File: config.mk
export PLATFORM = sky130hd
export DESIGN_NAME = nand_page_read_sequencer_core
export DESIGN_NICKNAME = d
export VERILOG_FILES = /design/src/rtl/nprs_pkg.sv /design/src/rtl/nprs_ctrl.sv /design/src/rtl/nprs_emit.sv /design/src/rtl/nand_page_read_sequencer_core.sv
export SDC_FILE = /design/constraint.sdc
export NUM_CORES = 1
export LEC_CHECK = 0
export ABC_AREA = 1
export BUFFER_PORTS_ARGS = -buffer_cell sky130_fd_sc_hd__buf_2
export CAP_MARGIN = 20
export CORE_MARGIN = 4
export CORE_UTILIZATION = 61
export DETAILED_ROUTE_END_ITERATION = 10
export MAX_ROUTING_LAYER = met4
export PLACE_DENSITY = 0.82
export SKIP_LAST_GASP = 1
export SYNTH_ARGS = -nofsm -noshare
export SYNTH_HDL_FRONTEND = slang
export SYNTH_SLANG_ARGS = --single-unit
File: constraint.sdc
create_clock -name clock -period 7.2 [get_ports clock]
set_input_delay 0.36 -clock clock [delete_from_list [all_inputs] [get_ports clock]]
set_output_delay 0.36 -clock clock [all_outputs]
set_load 0.02 [all_outputs]
File: src/rtl/nprs_pkg.sv
// Shared types and codes for the NAND page read sequencer.
`timescale 1ns / 1ps
package nprs_pkg;

   localparam int ADDR_W         = 29;
   localparam int LEN_W          = 30;
   localparam int PAGE_BYTES_DEF = 2 * 1024;

   localparam logic [1:0] OP_START = 2'd0;
   localparam logic [1:0] OP_READY = 2'd1;
   localparam logic [1:0] OP_DATA  = 2'd2;

   localparam logic [1:0] PHASE_IDLE = 2'd0;
   localparam logic [1:0] PHASE_WAIT = 2'd1;
   localparam logic [1:0] PHASE_DATA = 2'd2;

   localparam logic [2:0] KIND_SELECT   = 3'd0;
   localparam logic [2:0] KIND_DESELECT = 3'd1;
   localparam logic [2:0] KIND_COMMAND  = 3'd2;
   localparam logic [2:0] KIND_ADDRESS  = 3'd3;
   localparam logic [2:0] KIND_DATA     = 3'd4;

   localparam logic [1:0] TAIL_NONE     = 2'd0;
   localparam logic [1:0] TAIL_DESELECT = 2'd1;
   localparam logic [1:0] TAIL_SETUP    = 2'd2;

   localparam logic [7:0] CMD_READ        = 8'h00;
   localparam logic [7:0] CMD_CONFIRM     = 8'h30;
   localparam logic [7:0] COL_HIGH_MASK   = 8'h0f;
   localparam logic [7:0] PAGE_HIGH_MASK  = 8'h03;

   typedef struct packed {
      logic [2:0]        first_kind;
      logic [7:0]        first_byte;
      logic [ADDR_W-1:0] first_index;
      logic [1:0]        tail;
      logic [ADDR_W-1:0] setup_addr;
   } desc_type;

endpackage

File: src/rtl/nprs_ctrl.sv
// Phase and counter state, turning each request into a burst descriptor.
`timescale 1ns / 1ps
module nprs_ctrl (
   input  logic                       clock,
   input  logic                       reset,
   input  logic                       req_valid,
   output logic                       req_stall,
   input  logic [1:0]                 req_opcode,
   input  logic [nprs_pkg::ADDR_W-1:0] req_start_address,
   input  logic [nprs_pkg::LEN_W-1:0] req_read_length,
   input  logic                       req_ready_bit,
   input  logic [7:0]                 req_flash_byte,
   input  logic                       emit_free,
   output logic                       pend_valid,
   output nprs_pkg::desc_type         pend_desc,
   input  logic [31:0]                page_bytes
);
   import nprs_pkg::*;

   logic [1:0]        phase_ff, phase_in;
   logic [ADDR_W-1:0] addr_ff, addr_in;
   logic [LEN_W-1:0]  remain_ff, remain_in;
   logic [ADDR_W-1:0] index_ff, index_in;
   logic              pend_valid_ff, pend_valid_in;
   desc_type          pend_desc_ff, pend_desc_in;

   logic              accept;
   logic              emits;
   logic [ADDR_W-1:0] addr_inc;
   logic [ADDR_W-1:0] col_mask;

   assign accept    = req_valid && (!pend_valid_ff || emit_free);
   assign req_stall = pend_valid_ff && !emit_free;
   assign addr_inc  = addr_ff + ADDR_W'(1);
   assign col_mask  = ADDR_W'(page_bytes - 32'd1);

   always_comb begin
      phase_in     = phase_ff;
      addr_in      = addr_ff;
      remain_in    = remain_ff;
      index_in     = index_ff;
      emits        = 1'b0;
      pend_desc_in = pend_desc_ff;
      if (accept) begin
         if (req_opcode == OP_START && phase_ff == PHASE_IDLE) begin
            emits                    = 1'b1;
            addr_in                  = req_start_address;
            remain_in                = req_read_length;
            index_in                 = '0;
            pend_desc_in.first_kind  = KIND_SELECT;
            pend_desc_in.first_byte  = '0;
            pend_desc_in.first_index = '0;
            pend_desc_in.setup_addr  = req_start_address;
            if (req_read_length == '0) begin
               pend_desc_in.tail = TAIL_DESELECT;
            end else begin
               pend_desc_in.tail = TAIL_SETUP;
               phase_in          = PHASE_WAIT;
            end
         end else if (req_opcode == OP_READY && phase_ff == PHASE_WAIT) begin
            if (req_ready_bit) begin
               phase_in = PHASE_DATA;
            end
         end else if (req_opcode == OP_DATA && phase_ff == PHASE_DATA) begin
            emits                    = 1'b1;
            addr_in                  = addr_inc;
            remain_in                = remain_ff - LEN_W'(1);
            index_in                 = index_ff + ADDR_W'(1);
            pend_desc_in.first_kind  = KIND_DATA;
            pend_desc_in.first_byte  = req_flash_byte;
            pend_desc_in.first_index = index_ff;
            pend_desc_in.setup_addr  = addr_inc;
            if (remain_ff == LEN_W'(1)) begin
               pend_desc_in.tail = TAIL_DESELECT;
               phase_in          = PHASE_IDLE;
            end else if ((addr_inc & col_mask) == '0) begin
               pend_desc_in.tail = TAIL_SETUP;
               phase_in          = PHASE_WAIT;
            end else begin
               pend_desc_in.tail = TAIL_NONE;
            end
         end
      end
   end

   always_comb begin
      pend_valid_in = pend_valid_ff;
      if (emits) begin
         pend_valid_in = 1'b1;
      end else if (emit_free) begin
         pend_valid_in = 1'b0;
      end
   end

   always_ff @(posedge clock) begin
      if (reset) begin
         phase_ff      <= PHASE_IDLE;
         addr_ff       <= '0;
         remain_ff     <= '0;
         index_ff      <= '0;
         pend_valid_ff <= 1'b0;
      end else begin
         phase_ff      <= phase_in;
         addr_ff       <= addr_in;
         remain_ff     <= remain_in;
         index_ff      <= index_in;
         pend_valid_ff <= pend_valid_in;
      end
   end

   always_ff @(posedge clock) begin
      pend_desc_ff <= pend_desc_in;
   end

   assign pend_valid = pend_valid_ff;
   assign pend_desc  = pend_desc_ff;

endmodule

File: src/rtl/nprs_emit.sv
// Result register stepping through the cycles of one burst descriptor.
`timescale 1ns / 1ps
module nprs_emit #(
   parameter int PAGE_BYTES = nprs_pkg::PAGE_BYTES_DEF
) (
   input  logic                        clock,
   input  logic                        reset,
   input  logic                        pend_valid,
   input  nprs_pkg::desc_type          pend_desc,
   output logic                        emit_free,
   output logic                        rsp_valid,
   input  logic                        rsp_stall,
   output logic [2:0]                  rsp_cycle_kind,
   output logic [7:0]                  rsp_byte_value,
   output logic [nprs_pkg::ADDR_W-1:0] rsp_buffer_index,
   output logic                        rsp_last_of_run
);
   import nprs_pkg::*;

   localparam int COL_W  = $clog2(PAGE_BYTES);

   localparam logic [2:0] STEP_FIRST    = 3'd0;
   localparam logic [2:0] STEP_READ     = 3'd1;
   localparam logic [2:0] STEP_COL_LOW  = 3'd2;
   localparam logic [2:0] STEP_COL_HIGH = 3'd3;
   localparam logic [2:0] STEP_PAGE_LOW = 3'd4;
   localparam logic [2:0] STEP_PAGE_MID = 3'd5;
   localparam logic [2:0] STEP_PAGE_TOP = 3'd6;
   localparam logic [2:0] STEP_CONFIRM  = 3'd7;

   logic       busy_ff, busy_in;
   logic [2:0] step_ff, step_in;
   desc_type   desc_ff, desc_in;

   logic [2:0]  last_step;
   logic        last;
   logic        taken;
   logic [15:0] col16;
   logic [23:0] page24;

   assign col16  = 16'(desc_ff.setup_addr[COL_W-1:0]);
   assign page24 = 24'(desc_ff.setup_addr[ADDR_W-1:COL_W]);

   always_comb begin
      unique case (desc_ff.tail)
         TAIL_DESELECT: last_step = STEP_READ;
         TAIL_SETUP:    last_step = STEP_CONFIRM;
         default:       last_step = STEP_FIRST;
      endcase
   end

   assign last      = step_ff == last_step;
   assign taken     = busy_ff && !rsp_stall;
   assign emit_free = !busy_ff || (taken && last);

   always_comb begin
      busy_in = busy_ff;
      step_in = step_ff;
      desc_in = desc_ff;
      if (emit_free) begin
         busy_in = pend_valid;
         step_in = STEP_FIRST;
         if (pend_valid) begin
            desc_in = pend_desc;
         end
      end else if (taken) begin
         step_in = step_ff + 3'd1;
      end
   end

   always_ff @(posedge clock) begin
      if (reset) begin
         busy_ff <= 1'b0;
         step_ff <= STEP_FIRST;
      end else begin
         busy_ff <= busy_in;
         step_ff <= step_in;
      end
   end

   always_ff @(posedge clock) begin
      desc_ff <= desc_in;
   end

   always_comb begin
      rsp_buffer_index = '0;
      if (step_ff == STEP_FIRST) begin
         rsp_cycle_kind   = desc_ff.first_kind;
         rsp_byte_value   = desc_ff.first_byte;
         rsp_buffer_index = desc_ff.first_index;
      end else if (desc_ff.tail == TAIL_DESELECT) begin
         rsp_cycle_kind = KIND_DESELECT;
         rsp_byte_value = '0;
      end else begin
         rsp_cycle_kind = KIND_ADDRESS;
         unique case (step_ff)
            STEP_READ: begin
               rsp_cycle_kind = KIND_COMMAND;
               rsp_byte_value = CMD_READ;
            end
            STEP_COL_LOW:  rsp_byte_value = col16[7:0];
            STEP_COL_HIGH: rsp_byte_value = col16[15:8] & COL_HIGH_MASK;
            STEP_PAGE_LOW: rsp_byte_value = page24[7:0];
            STEP_PAGE_MID: rsp_byte_value = page24[15:8];
            STEP_PAGE_TOP: rsp_byte_value = page24[23:16] & PAGE_HIGH_MASK;
            default: begin
               rsp_cycle_kind = KIND_COMMAND;
               rsp_byte_value = CMD_CONFIRM;
            end
         endcase
      end
   end

   assign rsp_valid       = busy_ff;
   assign rsp_last_of_run = last;

endmodule

File: src/rtl/nand_page_read_sequencer_core.sv
// Top level of the NAND page read sequencer.
// Requests arrive on the req_ channel (valid/stall): opcode 0 starts a read
// of read_length bytes at start_address, opcode 1 carries a ready sample and
// opcode 2 a data byte from the flash. Requests out of phase are dropped.
// Results leave on the rsp_ channel one per cycle while rsp_stall is low:
// select, deselect, command, address or data cycles, with last_of_run on the
// final result of a request. A request is taken in any cycle in which the
// one-entry holding register is empty or hands its burst to the result
// register, so requests may follow back to back; a request gives no results
// or up to eight (set by the command and address burst of a page setup),
// which the result register works through in turn. The first result is
// offered after the holding register and then the result register, or
// later while the result register still works through an earlier burst.
// While rsp_stall is high the current result holds, and req_stall rises
// while the holding register is full and its burst cannot move on.
// Reset clears the phase to idle and the address, length and index counters
// to zero, and empties both the holding and result registers.
`timescale 1ns / 1ps
module nand_page_read_sequencer_core #(
   parameter int PAGE_BYTES = nprs_pkg::PAGE_BYTES_DEF
) (
   input  logic                        clock,
   input  logic                        reset,
   input  logic                        req_valid,
   output logic                        req_stall,
   input  logic [1:0]                  req_opcode,
   input  logic [nprs_pkg::ADDR_W-1:0] req_start_address,
   input  logic [nprs_pkg::LEN_W-1:0]  req_read_length,
   input  logic                        req_ready_bit,
   input  logic [7:0]                  req_flash_byte,
   output logic                        rsp_valid,
   input  logic                        rsp_stall,
   output logic [2:0]                  rsp_cycle_kind,
   output logic [7:0]                  rsp_byte_value,
   output logic [nprs_pkg::ADDR_W-1:0] rsp_buffer_index,
   output logic                        rsp_last_of_run
);
   import nprs_pkg::*;

   logic     emit_free;
   logic     pend_valid;
   desc_type pend_desc;

   nprs_ctrl u_ctrl (
      .clock             (clock),
      .reset             (reset),
      .req_valid         (req_valid),
      .req_stall         (req_stall),
      .req_opcode        (req_opcode),
      .req_start_address (req_start_address),
      .req_read_length   (req_read_length),
      .req_ready_bit     (req_ready_bit),
      .req_flash_byte    (req_flash_byte),
      .emit_free         (emit_free),
      .pend_valid        (pend_valid),
      .pend_desc         (pend_desc),
      .page_bytes        (32'(PAGE_BYTES))
   );

   nprs_emit #(
      .PAGE_BYTES (PAGE_BYTES)
   ) u_emit (
      .clock            (clock),
      .reset            (reset),
      .pend_valid       (pend_valid),
      .pend_desc        (pend_desc),
      .emit_free        (emit_free),
      .rsp_valid        (rsp_valid),
      .rsp_stall        (rsp_stall),
      .rsp_cycle_kind   (rsp_cycle_kind),
      .rsp_byte_value   (rsp_byte_value),
      .rsp_buffer_index (rsp_buffer_index),
      .rsp_last_of_run  (rsp_last_of_run)
   );

`ifndef SYNTHESIS
   a_select_not_last: assert property (@(posedge clock) disable iff (reset)
      rsp_valid && rsp_cycle_kind == KIND_SELECT |-> !rsp_last_of_run)
      else $error("select cycle marked as last of run");

   a_index_only_data: assert property (@(posedge clock) disable iff (reset)
      rsp_valid && rsp_cycle_kind != KIND_DATA |-> rsp_buffer_index == '0)
      else $error("buffer index set on a non-data cycle");

   a_select_byte_zero: assert property (@(posedge clock) disable iff (reset)
      rsp_valid && (rsp_cycle_kind == KIND_SELECT || rsp_cycle_kind == KIND_DESELECT)
      |-> rsp_byte_value == 8'h00)
      else $error("select or deselect carries a byte value");

   a_deselect_last: assert property (@(posedge clock) disable iff (reset)
      rsp_valid && rsp_cycle_kind == KIND_DESELECT |-> rsp_last_of_run)
      else $error("deselect cycle not last of run");
`endif

endmodule
==> results.txt, run 1 <==
* Result of the run: completed
- By startpoint and endpoint, the worst setup path is classified as reg2reg.
* TritonCTS clock tree: done
- The first TritonRoute pass finished after 6 iterations.
- The clock net in this run drives a total of approximately 230 sinks.
- Period Utilization, post-route: about half
* Max cap viols: 0
- In this run the remaining antenna-violating nets after routing total 0.
- Global-route wire length before repair: roughly 43 mm
- The library cell used most frequently in the layout, excluding fill and tap cells, is nand2_1.
* Clock-pin transition on the worst setup and hold timing paths: 70 ps
* Crit start category: flop
* Total congestion overflow: 0
* Die height: approximately 150 um
- Setup violations remaining at the end of the flow were counted as 0.
- Dividing total power by cell area gives a power density of 227 nW/um^2.
- Among cell families on the critical path, the largest total delay comes from buffers and inverters.
- VDD sags by at most approximately 0.14 mV.
- Measured along the x axis, the die boundary spans 146 um.
- Setup repair after global routing missed its margin: no
- CTS built an H-tree with a depth of 1.
- The congestion estimate from routability-driven global placement came to just over 0.9.
- The finished layout holds ~1,800 standard cells, fillers aside.
* ANT cells: 0
- Final total negative setup slack: 0 ps
- Fmax: between 200 and 300 MHz
* Number of global-route vias before repair: roughly 9,000
- Maximum number of pins on one net before global-route repair: roughly 90
* P_int: roughly 2.2 mW
- DRC viols: 0
- Biggest area consumer among synthesized cells: edfxtp_1
- Dividing the detail-routed wire length by the instance count gives ~15 um.
- Final worst clock skew: approximately 13 ps
- The max-slew violation count is 0.
* Crit path top cell by count: nand2_4
- Once layout is complete, the utilization of the core stands at 69.5%.
* Arrival time reported for the critical path endpoint: roughly 4000 ps
* Cell with the largest stage delay on the worst path: inv_4
* Die ar.: around 21,000 sq um
- Post-synthesis sequential area ratio: between 50% and 60%
- Number of nets in the layout: around 1,600
* Post-CTS Setup Inserts: 0
* Cell types occupying the most area after synthesis: edfxtp_1 36%, dfxtp_1 16%, nand2_1 9.4%, nor2_1 7.6%, inv_1 5.7%
- Total of warnings raised by yosys: 0
* Total leakage power: roughly 5.3 nW
- The analysis attributes to net switching a power of 0.718 mW.
* Std-Cell Core Area: roughly 19,000 sq um
- For this design, the CTS-stage hold fixing added 0 buffers.
- Measured against its own limit, the worst slew margin works out to 33.3%.
- The largest single stage delay on the critical path is between 700 and 800 ps.
- The floorplan has 50 rows.
- Worst-skew pair later-pin latency: around 500 ps
* Port Buf Inserts: approximately 120
- Compared with the post-synthesis result, the final layout area differs by 12.0%.
- Hold violation total from the final report: 0
- Initial core utilization: roughly 62%
- Layout cells sized above 1: about an eighth
* Req. time, crit path: 7620 ps
* CTS Buf Count: 23
- The clock period could shrink to roughly 3500 ps.
- First-iteration detailed-routing DRC count: 990
* Number of distinct library cells after synthesis: 46
- The critical path goes through ha_1, xnor2_1, a21oi_2, nand2_1, nand2_2, inv_2, nand2_4, nand2_4, inv_4, buf_4, o21ai_0, a21oi_1.
- The share of total power dissipated in sequential elements is between 50% and 60%.
- Cell Count Post-Placement: 1,736
- The routed layout has just under 10,000 vias.
* Worst hold path type: in2reg
* Net count after synthesis: 1,521
* Wire length after detailed routing: between 20 and 30 mm
- The number of antenna violations at the first check in global routing came to 0.
- The share of synthesized area in the top cell type comes to between 30% and 40%.
- At the pin with the least slew margin, the transition time is between 900 and 1000 ps.
* Most frequent cells in the layout: 290 x nand2_1, 235 x nor2_1, 175 x inv_1
- Total routing resource utilization after global routing: between 20% and 30%
* Flop-to-flop setup slack: approximately 3700 ps
- Number of buffers on the longest clock path: 3
- Of the total power, the share spent switching nets is 24.3%.
* Average instance area after synthesis: roughly 8 sq um
- roughly 120 I/O pins were placed.
* Post-synthesis register bit count: around 230
* Critical path buffers and inverters: 3
* DP HPWL: roughly 19 mm
* Avg Vias per Cell: between 5 and 6
- After synthesis the cells add up to about 12,000 sq um.
* Share of total power in the clock network: roughly 40%
- STA classifies the critical path endpoint as a flop.
- Per report_power, the combinational group accounts for 10.3% of the total.
* Clock root buffer master: clkbuf_16
* Instance count of the mapped netlist: between 1,000 and 1,500
- Of all nets on the critical path, the largest fanout is between 80 and 90.
* Number of resized instances in the post-cts repair step: 0
[worst min-delay path, cell delays in order]
cell,delay (ps)
buf_2,70
nand2_1,50
o31ai_1,70
[cell usage after synthesis, drive strengths merged]
cell type,count
a211o,1
a211oi,5
a21oi,96
a221oi,1
a22o,6
a31oi,6
a32o,3
and3,1
buf,28
clkbuf,28
clkinv,3
dfxtp,95
edfxtp,138
ha,11
inv,178
nand2,296
nand3,77
nand3b,10
nand4,29
nor2,239
nor3,39
nor3b,5
nor4,2
o211ai,5
o21a,6
o21ai,88
o21bai,1
o22a,1
o31ai,2
o41ai,1
or2,7
xnor2,11
xor2,17
[metal layers]
metal  global-route usage [%]  share of wire [%]  up-vias
met4                     6.54                2.0        0
li1                         -                  -     4912
met3                     2.87                7.5       44
met1                     35.7                 45     4451
met5                        -                  0        -
met2                     38.5                 45      412
[metrics by stage]
stage / instance area [sq um] / hold slack, ps / worst slack [ps] / power [mW]
floorplan: 11600 / 400 / 2510 / 1.72
global placement: 12300 / 402 / 3890 / 1.79
detailed placement: 12300 / 405 / 3780 / 1.80
CTS: 13000 / 155 / 3730 / 2.97
global route: 13000 / 172 / 3460 / 3.07
finish: 13000 / 171 / 3690 / 2.95
[cell type report]
cell class	instances	area, sq um
repair buffers	122	626
inverters	181	682
flip-flops and latches	233	6050
clock buffers	29	618
multi-input cells	966	4620
clock inverters	12	124
fillers	1483	5700
well taps	234	293
[worst paths after layout]
check / start / endpoint / depth (start not counted)
worst min register to register: u_ctrl.pend_desc[54] / u_emit.desc_ff[54] / 0
worst max-delay path: u_emit.desc_ff[30] / u_ctrl.addr_ff[28] / 12
worst max register to register: u_emit.desc_ff[30] / u_ctrl.addr_ff[28] / 12
worst min-delay path: req_start_address[2] / u_ctrl.pend_desc[2] / 3
[logic make-up after synthesis]
group / count (synthesis) / synth area share (%)
AO/OA/AOI/OAI: 222 / 10.5
XOR/XNOR: 28 / 2.11
adder cells (fa/ha/maj): 11 / 1.18
buffers and inverters: 237 / 8.29
flip-flops: 233 / 52.1
AND/OR/NAND/NOR: 705 / 25.8
[state kept, by name (all words and copies together) (netlist names)]
register           cells
u_emit.step_ff         3
u_emit.rsp_valid       1
u_ctrl.pend_desc      69
u_ctrl.index_ff       29
u_emit.desc_ff        58
u_ctrl.pend_valid      1
u_ctrl.addr_ff        29
u_ctrl.phase_ff        2
u_emit.col16          11
u_ctrl.remain_ff      30
[power by group through the flow]
stage	clock network, mW	logic, mW	registers, mW
after floorplan	0	0.223	1.50
after global placement	0	0.293	1.50
after detailed placement	0	0.300	1.50
after CTS	1.19	0.302	1.48
after global routing	1.25	0.341	1.48
final	1.17	0.305	1.48
Note: power is estimated with default switching activity, not from simulation.
==> run 2, diff against run 1 <==
--- a/config.mk
+++ b/config.mk
@@ -9,10 +9,10 @@
 export BUFFER_PORTS_ARGS = -buffer_cell sky130_fd_sc_hd__buf_2
 export CAP_MARGIN = 20
 export CORE_MARGIN = 4
-export CORE_UTILIZATION = 61
+export CORE_UTILIZATION = 54
 export DETAILED_ROUTE_END_ITERATION = 10
 export MAX_ROUTING_LAYER = met4
-export PLACE_DENSITY = 0.82
+export PLACE_DENSITY = 0.77
 export SKIP_LAST_GASP = 1
 export SYNTH_ARGS = -nofsm -noshare
 export SYNTH_HDL_FRONTEND = slang
==> constraint.sdc (replaced) <==
create_clock -name clock -period 3.2 [get_ports clock]
set_input_delay 0.16 -clock clock [delete_from_list [all_inputs] [get_ports clock]]
set_output_delay 0.16 -clock clock [all_outputs]
set_load 0.02 [all_outputs]
==> results.txt, run 2 (synthesis gave the netlist of run 1 again) <==
- Setup repair after global routing missed its margin: no (unchanged).
- Flip-flop count of the largest register after layout: 69 (unchanged)
- Period Utilization, post-route: 81.8%
- The worst hold path class is in2reg (unchanged).
* CTS Buf Count: 25 (was 23)
* Cell with the largest stage delay on the worst path: dfxtp_1 (was inv_4)
* Post-CTS Setup Inserts: 0 (unchanged)
- The maximum cell stage delay along the critical path was 440 ps (was 780 ps).
- The cell with the most instances on the worst path is inv_1 (was nand2_4).
* Antenna-violating nets left: 0 (unchanged)
- ANT cells: 0 (unchanged)
* Worst-path cell chain: inv_1, ha_1, nand2_1, inv_1, a22o_1, a211o_1, a21oi_1, o21ai_0, buf_2 (was ha_1, xnor2_1, a21oi_2, nand2_1, nand2_2, inv_2, nand2_4, nand2_4, inv_4, buf_4, o21ai_0, a21oi_1)
- Top fanout value on the critical path: 12 (was 84)
- After layout, the minimum clock period comes to 2620 ps.
- The first-pass GRT wire length came to 45.1 mm (was 43.5 mm).
- The clock sink count came to 233 (unchanged).
- The sum of negative setup slack is 0 ps (unchanged).
- Area overhead of the layout relative to synthesis: 16.1% (was 12.0%)
- The count of final hold-check violations was 0 (unchanged).
- Result of the run: completed (unchanged)
* DRC viols: 0 (unchanged)
* Number of instances on the worst hold path: 3 (unchanged)
* Req. time, crit path: 3040 ps (was 7620 ps)
* Fmax: ~380 MHz
* Last weighted congestion value of the routability-driven placer: 0.931 (was 0.935)
- First-iteration detailed-routing DRC count: 892 (was 990)
- The height of the chip was 155 um (was 146 um).
- The pin count of the biggest net entering global routing is 114 (was 92).
* Arrival time reported for the critical path endpoint: 2460 ps (was 3930 ps)
- The H-tree level count came to 1 (unchanged).
* Chip width: 155 um (was 146 um)
* Port Buf Inserts: 116 (unchanged)
- Clock-pin transition on the worst setup and hold timing paths: 60 ps (was 70 ps)
* Std-Cell Core Area: 21,100 sq um (was 18,700 sq um)
- Number of nets in the layout: 1,641 (was 1,612)
- Path type of the worst setup path: reg2out (was reg2reg)
- Final slew viol count: 0 (unchanged)
- The first-pass iteration count of the detailed router was 5 (was 6).
- The overall routed net length came to 27.9 mm (was 26.7 mm).
- The number of antenna violations at the first check in global routing was 0 (unchanged).
- The number of setup violations in the final report came to 0 (unchanged).
* Commonest non-fill, non-tap cell in the layout: nand2_1 (unchanged)
- Post-layout total power: 6.95 mW (was 2.95 mW)
- The number of instances resized during post-cts repair is 0 (unchanged).
- The worst-case clock buffer depth is 3 (unchanged).
- The top-level I/O count was 117 (unchanged).
- Length in cells of the worst reg-to-reg path: 9 (was 12)
* Most frequent cells in the layout: 290 x nand2_1, 235 x nor2_1, 175 x inv_1 (unchanged)
- Max cap viols: 0 (unchanged)
* Total congestion overflow: 0 (unchanged)
- The average detailed-routed wire length per instance came to 15.1 um (was 15.0 um).
- Worst slew margin relative to its limit: 61.7% (was 33.3%)
- The slew at the pin with the worst max-slew slack came to 575 ps (was 994 ps).
* Crit path capture type: output port (was flop)
* Power per unit of standard cell area: 515 nW/um^2 (was 227 nW/um^2)
- Final worst clock skew: 8.48 ps (was 12.7 ps)
* Crit start category: flop (unchanged)
* Peak supply drop: 0.508 mV (was 0.137 mV)
- Total routing resource utilization after global routing: 23.4% (was 25.0%)
- The via count came to 9,861 (was 9,819).
- The share of post-route cells with drive strength above 1 is 12.5% (was 11.9%).
* Number of global-route vias before repair: 9,298 (was 8,999)
- Row count: 53 (was 50)
- The estimated wirelength of the detail-placed design was 19.5 mm (was 18.6 mm).
- Clock root buffer master: clkbuf_16 (unchanged)
- The ratio of routed vias to standard cells was 5.33 (was 5.53).
- Worst-skew pair later-pin latency: 520 ps (was 500 ps)
* Initial core utilization: 55.1% (was 62.1%)
- Die ar.: 23,900 sq um (was 21,300 sq um)
- The clock tree from TritonCTS is done (unchanged).
- Total leakage power: 5.50 nW (was 5.32 nW)
[run 2: changes by cell type in the layout (fill, tap and decap cells not counted), sizes merged]
cell         previous run  this run
bufinv                  2         3
buf                   122       128
clkinv                  8        10
dlygate4sd3             0        21
inv                   180       179
clkinvlp                3         5
[run 2: cell type report]
| cell class | instances | area [sq um] |
|---|---|---|
| multi-input combinational | 966 | 4620 |
| fill | 1808 | 7600 |
| clock buffer | 29 | 651 |
| sequential | 233 | 6050 |
| inverter | 181 | 682 |
| tap | 275 | 344 |
| clock inverter | 16 | 179 |
| timing repair buffer | 149 | 968 |
[run 2: final timing paths]
kind / to / slack, ps / start
worst max-delay path: rsp_byte_value[0] / 580 / u_emit.step_ff[0]
worst min register to register: u_emit.desc_ff[43] / 420 / u_ctrl.pend_desc[43]
worst max register to register: u_emit.desc_ff[42] / 900 / u_emit.desc_ff[29]
worst min-delay path: u_ctrl.remain_ff[27] / 10 / req_read_length[27]
[run 2: stage by stage]
step | cells | setup WS, ps | cell area [sq um] | hold WS (ps) | utilization [%]
3_5_place_dp | 1783 | 901 | 12400 | 405 | 59.0
6_report | 1849 | 582 | 13500 | 13.3 | 63.9
2_1_floorplan | 1436 | 277 | 11600 | 355 | -
3_3_place_gp | 1783 | 1020 | 12400 | 403 | 59.0
5_1_grt | 1849 | 418 | 13500 | 36.3 | 63.9
4_1_cts | 1849 | 578 | 13500 | 0.0118 | 63.9
[run 2: critical path: cells and delay by family, from the launching register on]
| kind | cells | cell delay (ps) |
|---|---|---|
| AOI/OAI and AO/OA | 4 | 620 |
| DFF | 1 | 440 |
| buffers and inverters | 3 | 410 |
| adders and majority gates | 1 | 340 |
| and+or+nand+nor | 1 | 140 |
[run 2: metal layers]
metal | vias to the layer above | routed length (um) | GRT usage [%]
li1 | 4969 | - | -
met4 | 0 | 544 | 6.22
met3 | 57 | 1910 | 3.30
met1 | 4493 | 13000 | 32.8
met2 | 342 | 12500 | 36.2
met5 | - | 0 | -
[run 2: timing repair]
| item | 4_1_cts | 5_1_grt |
|---|---|---|
| setup endpoints to repair | 0 | 0 |
| hold endpoints to repair | 22 | 0 |
| hold buffers | 21 | 0 |
[run 2: where the power goes]
part           switching [mW]  internal, mW  leakage (nW)
Sequential             0.0643          3.26          2.05
Combinational           0.457         0.265          3.05
Clock                    1.20          1.71         0.394
Total                    1.72          5.23          5.50
